## config.mk

```make
export PLATFORM = sky130hd
export DESIGN_NAME = sorted_descending_insert_list_top
export DESIGN_NICKNAME = d
export VERILOG_FILES = /design/src/hdl/sdil_pkg.sv /design/src/hdl/sorted_descending_insert_list_top.sv /design/src/hdl/sdil_cmp.sv
export SDC_FILE = /design/constraint.sdc
export NUM_CORES = 1
export LEC_CHECK = 0
export ABC_CLOCK_PERIOD_IN_PS = 8200
export BUFFER_PORTS_ARGS = -buffer_cell sky130_fd_sc_hd__buf_2
export CORE_ASPECT_RATIO = 0.8
export CORE_MARGIN = 2
export CORE_UTILIZATION = 26
export DETAILED_ROUTE_END_ITERATION = 12
export PLACE_DENSITY = 0.41
export SKIP_CTS_REPAIR_TIMING = 1
export SKIP_LAST_GASP = 1
export SYNTH_ARGS = -nofsm -noshare
export SYNTH_HDL_FRONTEND = slang
export SYNTH_SLANG_ARGS = --single-unit
```

## constraint.sdc

```tcl
create_clock -name clk_i -period 8.2 [get_ports clk_i]
set_clock_uncertainty 0.05 [all_clocks]
set_input_delay 0.82 -clock clk_i [delete_from_list [all_inputs] [get_ports clk_i]]
set_output_delay 0.82 -clock clk_i [all_outputs]
set_load 0.1 [all_outputs]
```

## src/hdl/sdil_pkg.sv

```systemverilog
// ----------------------------------------------------------------------------
// sdil_pkg
// Shared types for the sorted descending insertion list.
// ----------------------------------------------------------------------------
package sdil_pkg;

  // One stored or inserted value, two's complement
  localparam int unsigned ValueWidth = 32;

  typedef logic signed [ValueWidth-1:0] value_t;

endpackage

```

## src/hdl/sorted_descending_insert_list_top.sv

```systemverilog
// ----------------------------------------------------------------------------
// sorted_descending_insert_list_top
// Keeps up to DEPTH signed values in descending order and lists the table
// after every insert.
// ----------------------------------------------------------------------------
// A value is taken when start is high and busy is low. The block then walks
// the table once, head to tail, one entry per cycle: each cycle reads the old
// entry from the table memory, compares it with the new value in the single
// shared comparator, and both writes back and emits the entry that belongs at
// that place. An insert therefore holds busy while it walks the table as it
// stands after the insert (1 to DEPTH entries), and its results appear one per
// cycle on result_valid_o, starting in the cycle after the first busy cycle.
// The last beat of a listing carries last_entry_o; every beat of an insert
// into a full table carries dropped_o. Results cannot be stalled and must be
// taken in the cycle they are shown. The table needs no clearing after reset.
module sorted_descending_insert_list_top #(
  parameter int unsigned DEPTH = 16
) (
  input  logic             clk_i,
  input  logic             rst_ni,
  input  logic             start,
  output logic             busy,
  input  sdil_pkg::value_t new_value_i,
  output logic             result_valid_o,
  output sdil_pkg::value_t entry_value_o,
  output logic             last_entry_o,
  output logic             dropped_o
);

  localparam int unsigned AW = (DEPTH > 1) ? $clog2(DEPTH) : 1;
  localparam int unsigned CW = $clog2(DEPTH + 1);
  localparam logic [CW-1:0] FullCount = CW'(DEPTH);
  localparam logic [CW-1:0] OneCount  = CW'(1);

  // sequencer states
  localparam logic StIdle = 1'b0;
  localparam logic StRun  = 1'b1;

  logic             state_q, state_d;
  logic [CW-1:0]    count_q, count_d;   // entries before this insert
  logic [CW-1:0]    total_q, total_d;   // entries after this insert
  logic [CW-1:0]    idx_q, idx_d;
  logic             full_q, full_d;
  logic             ins_q, ins_d;       // new value already placed
  sdil_pkg::value_t val_q, val_d;
  sdil_pkg::value_t carry_q, carry_d;   // entry pushed one place down

  logic             accept;
  logic             in_tbl;
  logic             old_lt;
  logic             last_step;
  sdil_pkg::value_t emit;
  logic [CW-1:0]    idx_next;
  logic [AW-1:0]    rd_addr;
  logic [AW-1:0]    wr_addr;
  logic             wr_en;

  // table memory, registered read with write bypass
  sdil_pkg::value_t mem_q [DEPTH];
  sdil_pkg::value_t rdata_q;

  sdil_pkg::value_t res_value_q;
  logic             res_valid_q, res_last_q, res_drop_q;

  assign accept    = start && (state_q == StIdle);
  assign busy      = (state_q != StIdle);
  assign idx_next  = idx_q + OneCount;
  assign in_tbl    = (idx_q < count_q);
  assign last_step = (idx_q == total_q - OneCount);
  assign rd_addr   = (state_q == StIdle) ? '0 : idx_next[AW-1:0];
  assign wr_addr   = idx_q[AW-1:0];
  assign wr_en     = (state_q == StRun);

  sdil_cmp u_cmp (
    .a_i  (rdata_q),
    .b_i  (val_q),
    .lt_o (old_lt)
  );

  // pick the entry for this place; the new value goes before the first
  // smaller entry or at the end of the old table
  always_comb begin
    ins_d   = ins_q;
    carry_d = carry_q;
    emit    = carry_q;
    if (state_q == StRun) begin
      if (!ins_q) begin
        if (in_tbl && !old_lt) begin
          emit = rdata_q;
        end else begin
          emit    = val_q;
          ins_d   = 1'b1;
          carry_d = rdata_q;
        end
      end else begin
        emit    = carry_q;
        carry_d = rdata_q;
      end
    end
  end

  // sequencer
  always_comb begin
    state_d = state_q;
    count_d = count_q;
    total_d = total_q;
    idx_d   = idx_q;
    full_d  = full_q;
    val_d   = val_q;
    unique case (state_q)
      StIdle: begin
        if (accept) begin
          state_d = StRun;
          val_d   = new_value_i;
          idx_d   = '0;
          full_d  = (count_q == FullCount);
          total_d = (count_q == FullCount) ? FullCount : count_q + OneCount;
        end
      end
      StRun: begin
        idx_d = idx_next;
        if (last_step) begin
          state_d = StIdle;
          count_d = total_q;
        end
      end
      default: state_d = StIdle;
    endcase
  end

  always_ff @(posedge clk_i or negedge rst_ni) begin
    if (!rst_ni) begin
      state_q <= StIdle;
      count_q <= '0;
      total_q <= '0;
      idx_q   <= '0;
      full_q  <= 1'b0;
      ins_q   <= 1'b0;
    end else begin
      state_q <= state_d;
      count_q <= count_d;
      total_q <= total_d;
      idx_q   <= idx_d;
      full_q  <= full_d;
      ins_q   <= accept ? 1'b0 : ins_d;
    end
  end

  // datapath registers
  always_ff @(posedge clk_i) begin
    val_q   <= val_d;
    carry_q <= carry_d;
  end

  // table memory
  always_ff @(posedge clk_i) begin
    if (wr_en) begin
      mem_q[wr_addr] <= emit;
    end
    if (wr_en && (wr_addr == rd_addr)) begin
      rdata_q <= emit;
    end else begin
      rdata_q <= mem_q[rd_addr];
    end
  end

  // result beat register
  always_ff @(posedge clk_i or negedge rst_ni) begin
    if (!rst_ni) begin
      res_valid_q <= 1'b0;
    end else begin
      res_valid_q <= (state_q == StRun);
    end
  end

  always_ff @(posedge clk_i) begin
    res_value_q <= emit;
    res_last_q  <= last_step;
    res_drop_q  <= full_q;
  end

  assign result_valid_o = res_valid_q;
  assign entry_value_o  = res_value_q;
  assign last_entry_o   = res_last_q;
  assign dropped_o      = res_drop_q;

endmodule

```

## src/hdl/sdil_cmp.sv

```systemverilog
// ----------------------------------------------------------------------------
// sdil_cmp
// Shared two's complement signed compare used by the insertion sequencer.
// ----------------------------------------------------------------------------
module sdil_cmp (
  input  sdil_pkg::value_t a_i,
  input  sdil_pkg::value_t b_i,
  output logic             lt_o
);

  // a strictly below b, both signed
  assign lt_o = (a_i < b_i);

endmodule

```

==> results.sh <==
export IMPL_cts_buffers=75
export IMPL_relSlewSlack=0.2635
export IMPL_drc=0
export IMPL_clock_latency_ns=0.62
export IMPL_worstMarginPinSlew_ns=1.105
export IMPL_ys_types=47
export IMPL_nets=1964
export IMPL_synth_seq_cells=661
export IMPL_critical_path_required_ns=8.30
export IMPL_hold_viol_final=0
export IMPL_period_minus_slack_ns=4.455
export IMPL_ys_top_cells_by_area="edfxtp_1 (66%), dfxtp_1 (5.1%), a211oi_1 (4.5%), nand2_1 (4.5%), and2_1 (3.0%)"
export IMPL_h_tree_depth=3
export IMPL_met3_usage=0.02400
export IMPL_cts_sinks=661
export IMPL_fmax_mhz=224.5
export IMPL_timing_critical_path_cells="inv_1, ha_1, nand2_1, o21ai_1, a41oi_1, o41a_1, o211ai_4, buf_4, a21o_4, o221ai_1"
export IMPL_grt_pass1_vias=15278
export IMPL_hpwl_um=39440
export IMPL_final_setup_viol_count=0
export IMPL_grtUsageMet1=0.2261
export IMPL_busiest_layer="met1"
export IMPL_vias=15457
export IMPL_outcome="completed"
export IMPL_path_max_fanout=32
export IMPL_min_path_type="in2async"
export IMPL_drt_iter0_markers=1152
export IMPL_path_delay_family="compound AO/OA/AOI/OAI gates"
export IMPL_die_area_sq_um=102900
export IMPL_ys_flop_type="edfxtp_1"
export IMPL_ys_warn_count=0
export IMPL_gp_congestion=0.7207
export IMPL_yosys_top_cells_count="edfxtp_1 (576), nand2_1 (311), a211oi_1 (156), and2_1 (124), clkbuf_1 (102)"
export IMPL_critPathBufInv=2
export IMPL_cts_tree="built"
export IMPL_numPortBuffers=70
export IMPL_finalSetupTns_ns=0
export IMPL_synth_edf_count=576
export IMPL_final_cell_count_no_fill=3262
export IMPL_syn2layout_area_growth_pct=16.93
export IMPL_finalMaxSlewViolations=0
export IMPL_hold_ws_ns=0.1234
export IMPL_path_clk_slew_ns=0.06
export IMPL_synth_area_leader_cell="edfxtp_1"
export IMPL_design_core_area_sq_um=99100
export IMPL_wl_per_cell_um=23.44
export IMPL_track_usage=0.1483
export IMPL_synth_most_common_cell="edfxtp_1"
export IMPL_slowest_stage="o211ai_4"
export IMPL_synthesis_area_sq_um=26070
export IMPL_synth_top_cell_area_share=0.6634
export IMPL_path_class="reg2reg"
export IMPL_maxCapViolations=0
export IMPL_netlist_instances=1828
export IMPL_final_layout_size_suffix_gt1_frac=0.1458
export IMPL_ant_nets=0
export IMPL_cp_end_kind="flip-flop"
export IMPL_first_pass_iters=5
export IMPL_rsz0062_at_grt="no"
export IMPL_dp_cells=3122
export IMPL_antenna_found_initial=5
export IMPL_clock_path_buffers=3
export IMPL_grt_pass1_wl_um=110500
export IMPL_utilization=0.3076
export IMPL_overflow=0
export IMPL_met2_usage=0.2193
export IMPL_vias_per_cell=4.739
export IMPL_synth_avg_cell_area_sq_um=14.26
export IMPL_synth_async_reset_ratio=0.02874
export IMPL_die_h_um=287.2
export IMPL_start_util=0.2631
export IMPL_fin_crit_sh=0.5433
export IMPL_root_buffer="clkbuf_16"
export IMPL_yosysSeqAreaShare=0.7323
export IMPL_io_pins=71
export IMPL_die_w_um=358.1
export IMPL_grt_max_degree=76
export IMPL_cpPeakStageDelay_ns=0.64
export IMPL_cp_start_kind="flip-flop"
export IMPL_std_cell_rows=103
export IMPL_worstPathArrival_ns=4.55
export IMPL_synth_nets=1905
export IMPL_routed_wl_um=76450
[cell usage in the layout, fill, tap and decap left out, types with 4 or more instances in the layout]
master / instances
edfxtp_1: 576
nand2_1: 306
a211oi_1: 156
and2_1: 124
clkbuf_16: 79
a21oi_1: 77
buf_2: 70
dfxtp_1: 66
a311oi_1: 63
a31oi_1: 62
inv_1: 45
ha_1: 42
nand3_1: 36
buf_4: 35
o221ai_2: 30
dfrtp_1: 18
clkbuf_1: 16
clkinv_2: 14
nor2_4: 13
clkbuf_8: 12
o21ai_0: 11
clkinv_1: 10
nor2_1: 7
xnor2_1: 7
nand4_1: 5
bufinv_16: 5
o221ai_1: 4
nand2_4: 4
nand2b_1: 4
nor3_2: 4
[path summary, 6_finish.rpt]
check / to / cells after the start / slack (ns) / start
hold reg to reg: dropped_o$_DFF_P_ / 0 / 0.33 / full_q$_DFFE_PN0P_
max in group asynchronous: idx_q[0]$_DFFE_PN0P_ / 1 / 7.61 / rst_ni
hold / removal: total_q[0]$_DFFE_PN0P_ / 1 / 0.12 / rst_ni
min in group clk_i: dropped_o$_DFF_P_ / 0 / 0.33 / full_q$_DFFE_PN0P_
setup reg to reg: mem_q[1][0]$_DFFE_PP_ / 10 / 3.75 / val_q[2]$_DFFE_PP_
setup / recovery: mem_q[1][0]$_DFFE_PP_ / 10 / 3.75 / val_q[2]$_DFFE_PP_
[registers in the layout, indices dropped and copies added, names as in the netlist]
signal	cells
busy	1
carry_q	32
count_q	5
dropped_o	1
entry_value_o	32
full_q	1
idx_q	5
ins_q	1
last_entry_o	1
mem_q	512
rdata_q	32
result_valid_o	1
total_q	5
val_q	32
[metal layers]
layer / vias to the layer above / wire length, um
met5: - / 0
met4: 0 / 1323
met3: 92 / 3340
met2: 304 / 32780
met1: 7960 / 39000
li1: 7101 / -
[cell type report]
cell class / count / area, sq um
Antenna cell: 2 / 5.005
Clock buffer: 107 / 2202
Clock inverter: 31 / 277.8
Fill cell: 9776 / 68620
Inverter: 47 / 178.9
Multi-Input combinational cell: 997 / 6472
Sequential cell: 661 / 19100
Tap cell: 1312 / 1642
Timing Repair Buffer: 105 / 613.1
[worst register-to-register path, delay by kind of cell (launching register included)]
family	cells	cell delay, ns
and+or+nand+nor	1	0.06
buffers and inverters	2	0.48
adders and majority gates	1	0.29
AOI/OAI and AO/OA	6	2.81
DFF	1	0.32
[cell families (layout without fill, tap and decap cells)]
group,Yosys count,after routing,share of synthesized area
mux,9,9,0.005038
compound gates,423,423,0.1232
flops,661,661,0.7323
fa+ha+maj,42,42,0.02015
other cells,0,2,0
buf+inv,170,290,0.02610
xor+xnor,10,10,0.003359
simple gates,513,513,0.08983
[per-stage QoR]
stage          area, sq um  setup slack [ns]
5_1_grt              30480             3.367
4_1_cts              30480             3.608
6_report             30490             3.745
3_5_place_dp         28000             3.610
3_3_place_gp         28000             3.635
2_1_floorplan        26070             3.914
Power is left out: the tool's default activity adds up to more than one toggle a clock period on the data nets, which glitch-free logic cannot reach.
